===== config.mk =====
export PLATFORM = sky130hd
export DESIGN_NAME = reassembly_slot_allocator_top
export DESIGN_NICKNAME = d
export VERILOG_FILES = /design/src/design/rsa_pkg.sv /design/src/design/reassembly_slot_allocator_top.sv
export SDC_FILE = /design/constraint.sdc
export NUM_CORES = 1
export LEC_CHECK = 0
export ABC_AREA = 0
export ABC_CLOCK_PERIOD_IN_PS = 2700
export BUFFER_PORTS_ARGS = -buffer_cell sky130_fd_sc_hd__buf_2
export CORE_MARGIN = 5
export CORE_UTILIZATION = 50
export DETAILED_ROUTE_END_ITERATION = 8
export PLACE_DENSITY = 0.73
export REMOVE_ABC_BUFFERS = 1
export SYNTH_ARGS = -nofsm -noshare
export SYNTH_HDL_FRONTEND = slang
export SYNTH_SLANG_ARGS = --single-unit

===== constraint.sdc =====
create_clock -name clk -period 2.7 [get_ports clk]
set_input_delay 0.135 -clock clk [delete_from_list [all_inputs] [get_ports clk]]
set_output_delay 0.135 -clock clk [all_outputs]
set_load 0.005 [all_outputs]

===== src/design/rsa_pkg.sv =====
// ----------------------------------------------------------------------------
// rsa_pkg
// Shared types and constants for the reassembly slot allocator.
// ----------------------------------------------------------------------------
package rsa_pkg;

    localparam int SLOTS_DEFAULT = 16;

    localparam int CFG_ADDR_W = 3;
    localparam int CFG_DATA_W = 32;

    localparam int SLOT_W     = 4;
    localparam int PLATFORM_W = 3;
    localparam int ENTRY_W    = 8;

    typedef enum logic [0:0] {
        REG_LOCAL_PLATFORM = 1'b0,
        REG_NONE           = 1'b1
    } reg_index_t;

    typedef enum logic [1:0] {
        ST_IDLE = 2'b01,
        ST_EXEC = 2'b10
    } state_t;

endpackage


===== src/design/reassembly_slot_allocator_top.sv =====
// ----------------------------------------------------------------------------
// reassembly_slot_allocator_top
// Linked free-list allocator for message reassembly slots.
// ----------------------------------------------------------------------------
// A request raises busy in the cycle after start is taken. The next
// pointer of the list head is read from the next-pointer memory as start is
// taken, and the pointer write-back and head update happen at the end of the
// busy cycle. The result is shown for exactly one cycle, marked by done, in
// the cycle after busy, as busy falls; the receiver cannot stall it, and a new
// request may be started in that same cycle. The next-pointer memory needs no
// clearing pass after reset, as one valid bit per slot stands in for its
// initial contents.
// ----------------------------------------------------------------------------
module reassembly_slot_allocator_top #(
    parameter int SLOTS = rsa_pkg::SLOTS_DEFAULT
) (
    input  logic                                clk,
    input  logic                                rst_n,
    input  logic                                start,
    output logic                                busy,
    input  logic                                first_fragment,
    input  logic [rsa_pkg::SLOT_W-1:0]          slot_in,
    input  logic [rsa_pkg::PLATFORM_W-1:0]      sender_platform,
    input  logic [rsa_pkg::ENTRY_W-1:0]         sender_entry,
    input  logic                                last_fragment,
    output logic                                done,
    output logic [rsa_pkg::SLOT_W-1:0]          slot_out,
    output logic                                signal_sender,
    output logic [rsa_pkg::ENTRY_W-1:0]         sender_entry_out,
    output logic                                message_complete,
    output logic                                status,
    input  logic                                psel,
    input  logic                                penable,
    input  logic                                pwrite,
    input  logic [rsa_pkg::CFG_ADDR_W-1:0]      paddr,
    input  logic [rsa_pkg::CFG_DATA_W-1:0]      pwdata,
    output logic [rsa_pkg::CFG_DATA_W-1:0]      prdata,
    output logic                                pready
);

    localparam int SW = $clog2(SLOTS);
    localparam int PW = $clog2(SLOTS + 1);

    rsa_pkg::state_t                     state_reg;
    rsa_pkg::state_t                     state_next;
    logic [PW-1:0]                       head_reg;
    logic [PW-1:0]                       head_next;
    logic [SLOTS-1:0]                    valid_reg;
    logic [PW-1:0]                       mem [SLOTS];
    logic [PW-1:0]                       rd_data_reg;
    logic [rsa_pkg::PLATFORM_W-1:0]      local_platform_reg;

    logic                                first_reg;
    logic [rsa_pkg::SLOT_W-1:0]          slot_in_reg;
    logic [rsa_pkg::PLATFORM_W-1:0]      sender_reg;
    logic [rsa_pkg::ENTRY_W-1:0]         entry_reg;
    logic                                last_reg;

    logic                                done_reg;
    logic [rsa_pkg::SLOT_W-1:0]          slot_out_reg;
    logic                                signal_reg;
    logic [rsa_pkg::ENTRY_W-1:0]         entry_out_reg;
    logic                                complete_reg;
    logic                                status_reg;

    logic                                accept;
    logic                                exec;
    logic [SW-1:0]                       rd_addr;
    logic [PW-1:0]                       rd_init;
    logic                                empty;
    logic                                dropped;
    logic [SW-1:0]                       slot_sel;
    logic [PW-1:0]                       head_popped;
    logic                                wr_en;
    logic                                cfg_wr;
    rsa_pkg::reg_index_t                 cfg_index;

    function automatic logic [SW-1:0] slot_wrap(input logic [rsa_pkg::SLOT_W-1:0] raw);
        logic [8:0] v;
        v = 9'(raw);
        for (int i = 0; i < 8; i++) begin
            if (v >= 9'(SLOTS))
            begin
                v = v - 9'(SLOTS);
            end
        end
        return SW'(v);
    endfunction

    assign accept = start && (state_reg == rsa_pkg::ST_IDLE);
    assign exec   = (state_reg == rsa_pkg::ST_EXEC);
    assign busy   = exec;

    assign rd_addr = head_reg[SW-1:0];
    assign rd_init = PW'(rd_addr) + PW'(1);

    assign empty       = (head_reg >= PW'(SLOTS));
    assign dropped     = first_reg && empty;
    assign slot_sel    = first_reg ? head_reg[SW-1:0] : slot_wrap(slot_in_reg);
    assign head_popped = first_reg ? rd_data_reg : head_reg;
    assign wr_en       = exec && !dropped && last_reg;

    always_comb
    begin
        state_next = state_reg;
        head_next  = head_reg;
        case (state_reg)
            rsa_pkg::ST_IDLE:
            begin
                if (start)
                begin
                    state_next = rsa_pkg::ST_EXEC;
                end
            end
            rsa_pkg::ST_EXEC:
            begin
                state_next = rsa_pkg::ST_IDLE;
                if (!dropped)
                begin
                    head_next = last_reg ? PW'(slot_sel) : head_popped;
                end
            end
            default:
            begin
                state_next = rsa_pkg::ST_IDLE;
            end
        endcase
    end

    always_ff @(posedge clk or negedge rst_n)
    begin
        if (!rst_n)
        begin
            state_reg <= rsa_pkg::ST_IDLE;
            head_reg  <= '0;
            valid_reg <= '0;
            done_reg  <= 1'b0;
        end
        else
        begin
            state_reg <= state_next;
            head_reg  <= head_next;
            done_reg  <= exec;
            if (wr_en)
            begin
                valid_reg[slot_sel] <= 1'b1;
            end
        end
    end

    always_ff @(posedge clk)
    begin
        if (wr_en)
        begin
            mem[slot_sel] <= head_popped;
        end
        if (accept)
        begin
            rd_data_reg <= valid_reg[rd_addr] ? mem[rd_addr] : rd_init;
        end
    end

    always_ff @(posedge clk)
    begin
        if (accept)
        begin
            first_reg   <= first_fragment;
            slot_in_reg <= slot_in;
            sender_reg  <= sender_platform;
            entry_reg   <= sender_entry;
            last_reg    <= last_fragment;
        end
        if (exec)
        begin
            slot_out_reg  <= dropped ? '0 : rsa_pkg::SLOT_W'(slot_sel);
            signal_reg    <= !dropped && (sender_reg == local_platform_reg);
            entry_out_reg <= entry_reg;
            complete_reg  <= !dropped && last_reg;
            status_reg    <= dropped;
        end
    end

    assign cfg_wr    = psel && penable && pwrite && pready;
    assign cfg_index = rsa_pkg::reg_index_t'(paddr[rsa_pkg::CFG_ADDR_W-1]);

    always_ff @(posedge clk or negedge rst_n)
    begin
        if (!rst_n)
        begin
            local_platform_reg <= '0;
        end
        else if (cfg_wr && (cfg_index == rsa_pkg::REG_LOCAL_PLATFORM))
        begin
            local_platform_reg <= pwdata[rsa_pkg::PLATFORM_W-1:0];
        end
    end

    always_comb
    begin
        prdata = '0;
        case (cfg_index)
            rsa_pkg::REG_LOCAL_PLATFORM:
            begin
                prdata = rsa_pkg::CFG_DATA_W'(local_platform_reg);
            end
            default:
            begin
                prdata = '0;
            end
        endcase
    end

    assign pready = 1'b1;

    assign done             = done_reg;
    assign slot_out         = slot_out_reg;
    assign signal_sender    = signal_reg;
    assign sender_entry_out = entry_out_reg;
    assign message_complete = complete_reg;
    assign status           = status_reg;

endmodule


==> metrics.md <==
| Metric | Value |
|---|---|
| Share of async-settable or async-resettable flops after synthesis | 0.188 |
| CTS tree | yes |
| Setup violators final | 0 |
| Routed Antenna Nets | 0 |
| Final Cycle Share | 0.889 |
| Hold WC Path Type | input pin to register |
| Post-synthesis adder-cell area fraction | 0.00206 |
| Xor/xnor share of the synthesized area | 0.00722 |
| Synthesis-stage register bit count | around 140 |
| Pins Over Slew Limit | 0 |
| Clk slew on worst S/H paths | roughly 0.06 ns |
| Post-CTS setup buffers | 0 |
| Max-Slew Margin vs Limit | 0.263 |
| Die area | approximately 14000 sq um |
| Synth Flop Type | edfxtp_1 |
| Largest family of logic cells by synthesized area | multiplexers |
| Pin count of the biggest net entering global routing | 37 |
| Maximum VDD drop | approximately 730 uV |
| Max FFs per register | 80 |
| Outcome | finished clean |
| Max Clock Freq | 417 MHz |
| Cell Rows | 40 |
| Max Root-Sink Buffers | 2 |
| Synth Area in Simple Gates | 0.0652 |
| Fin Hold WS | between 0.15 and 0.2 ns |
| Critical path class | register to register |
| Worst skew pair latency | 0.42 ns |
| CTS root buf | clkbuf_16 |
| Final Critical Period | roughly 2.4 ns |
| Gr usage total | 0.176 |
| Post-Syn Area | approximately 6000 sq um |
| First-pass GRT wire length | 18700 um |
| RSZ-0062 raised after global routing | no |
| Critical Path RT | approximately 2.8 ns |
| Clk sinks | between 100 and 150 |
| Worst setup EP type | register |
| Post-synthesis mux area share | 0.119 |
| Synth Instances | between 300 and 400 |
| Pleak | ~0.0028 uW |
| Clk_skew | 0.00956 ns |
| Routed length per instance | between 15 and 20 um |
| Arrival @ worst endpoint | 2.46 ns |
| GPL Wtd Cong | approximately 0.83 |
| Hold Buf Count CTS | 22 |
| Nets | 513 |
| Worst-path fanout max | 17 |
| N_diodes | 0 |
| Die W | between 100 and 150 um |
| Detailed Route Iter0 Violations | ~280 |
| Most frequent cells in the layout | 117 x edfxtp_1, 46 x buf_2, 30 x conb_1 |
| Post-DP HPWL | around 7700 um |
| Least-Margin Pin Slew | around 1.1 ns |
| # DRC | 0 |
| Post-synthesis compound-gate area fraction | 0.0563 |
| Count of final hold-check violations | 0 |
| Met1 usage | 0.228 |
| Max Cap Viol | 0 |
| Routed WL | around 12000 um |
| Vias | 3304 |
| Die Ht | between 100 and 150 um |
| Gr busiest metal | met2 |
| Synth-to-Final Area Change | 20.1% |
| Layout cell share with drive strength beyond 1 | 0.306 |
| Port-buffer cells | 46 |
| Initial core utilization | 0.507 |
| Synth warn | 0 |
| Vias in the first global route | approximately 3400 |
| Post-synth EDFFs | roughly 120 |
| Final setup TNS | 0 ns |
| Synth unique cells | 53 |
| CTS Buf Count | 17 |
| Antenna violations before repair | 0 |
| Avg Inst Size Synth | about 17 sq um |
| Crit start category | register |
| # resized after CTS | 0 |
| Met3 usage | 0.0556 |
| GR Overflow Total | 0 |
| Seq/Total Area, Yosys | 0.691 |
| Met2 Resource Use GR | 0.284 |
| Core Footprint | between 10000 and 15000 sq um |
| Most common library cell in the layout ignoring fill and taps | edfxtp_1 |
| Maximum level of the CTS H-tree | 4 |
| Vias/cell | approximately 5.4 |
| 1st-pass router iterations | 4 |
| Ports | ~110 |
| PwrDens | a little under 800 nW/um^2 |
==> routing by layer <==
layer / part of all wire / vias to the layer above
met4: 0.0079 / 0
met1: 0.40 / 1645
li1: - / 1525
met3: 0.074 / 11
met2: 0.51 / 123
met5: 0 / -
==> report_power, final <==
part	internal (uW)	switching, uW
combinational	314	332
sequential	2570	89.5
clock	1460	916
total	4350	1340
==> cell families (layout without fill, tap and decap cells) <==
group                      count (synthesis)  count (layout)
DFF                                      144             144
and+or+nand+nor                           76              76
buffers and inverters                     53             130
AOI/OAI and AO/OA                         45              45
muxes                                     36              36
xor gates and xnor gates                   5               5
other                                      2              30
adders and majority gates                  1               1
==> synthesized netlist by cell type, types with 2 or more instances <==
| master | count | area [sq um] |
|---|---|---|
| buf_6 | 2 | 22.5 |
| buf_4 | 31 | 233 |
| and2_1 | 3 | 18.8 |
| clkbuf_1 | 8 | 30.0 |
| nor2b_1 | 6 | 37.5 |
| o21bai_1 | 4 | 30.0 |
| mux2_2 | 7 | 78.8 |
| a21oi_1 | 2 | 10.0 |
| xor2_1 | 4 | 35.0 |
| mux4_1 | 7 | 184 |
| buf_1 | 2 | 7.51 |
| o21ai_0 | 7 | 35.0 |
| inv_1 | 6 | 22.5 |
| edfxtp_1 | 117 | 3510 |
| nand3_1 | 4 | 20.0 |
| a211o_1 | 2 | 17.5 |
| nor2_1 | 23 | 86.3 |
| nand2_1 | 12 | 45.0 |
| o2bb2ai_1 | 4 | 35.0 |
| nand3b_1 | 3 | 22.5 |
| or3b_2 | 2 | 17.5 |
| nor3_1 | 2 | 10.0 |
| a31oi_1 | 2 | 12.5 |
| dfrtp_1 | 26 | 651 |
| a41oi_1 | 3 | 26.3 |
| or2_2 | 7 | 43.8 |
| mux4_2 | 18 | 405 |
| mux2_4 | 3 | 45.0 |
| a22oi_1 | 11 | 82.6 |
| a22oi_2 | 2 | 25.0 |
| a22o_1 | 2 | 17.5 |
| conb_1 | 2 | 7.51 |
| or2_1 | 6 | 37.5 |
| buf_2 | 3 | 15.0 |
==> path summary, 6_finish.rpt <==
path                            slack, ns  cells after the start                     to         start
worst min-delay path                 0.16                      3  local_platform_reg[2]       penable
worst min register to register       0.42                      0    sender_entry_out[5]  entry_reg[5]
max in group asynchronous            2.01                      2          valid_reg[14]         rst_n
worst max register to register       0.30                      4              mem[1][4]   head_reg[2]
worst max-delay path                 0.30                      4              mem[1][4]   head_reg[2]
min in group asynchronous            0.26                      2           valid_reg[6]         rst_n
==> final cells by class <==
cell class | count | area [sq um]
repair buffers | 92 | 643
inverters | 6 | 22.5
clock inverters | 15 | 185
fillers | 858 | 4680
multi-input cells | 193 | 1630
well taps | 147 | 184
flip-flops and latches | 144 | 4190
clock buffers | 17 | 425
==> worst max-delay path, cell delays in order, from the launching register on <==
cell	delay (ns)
dfrtp_1	0.69
buf_4	0.30
nor3b_1	0.22
o2111ai_1	0.28
nor2_1	0.55
==> through the flow <==
step / power (uW) / utilization / setup slack [ns] / area [sq um] / std cells
3_5_place_dp: 3330 / 0.539 / 0.308 / 6450 / 560
6_report: 5690 / 0.609 / 0.300 / 7280 / 614
2_1_floorplan: 3090 / - / -0.0389 / 5840 / 343
3_3_place_gp: 3300 / 0.539 / 0.318 / 6450 / 560
5_1_grt: 5910 / 0.609 / 0.143 / 7280 / 614
4_1_cts: 5730 / 0.609 / 0.282 / 7280 / 614
No activity file was read; power rests on OpenSTA's default activity.
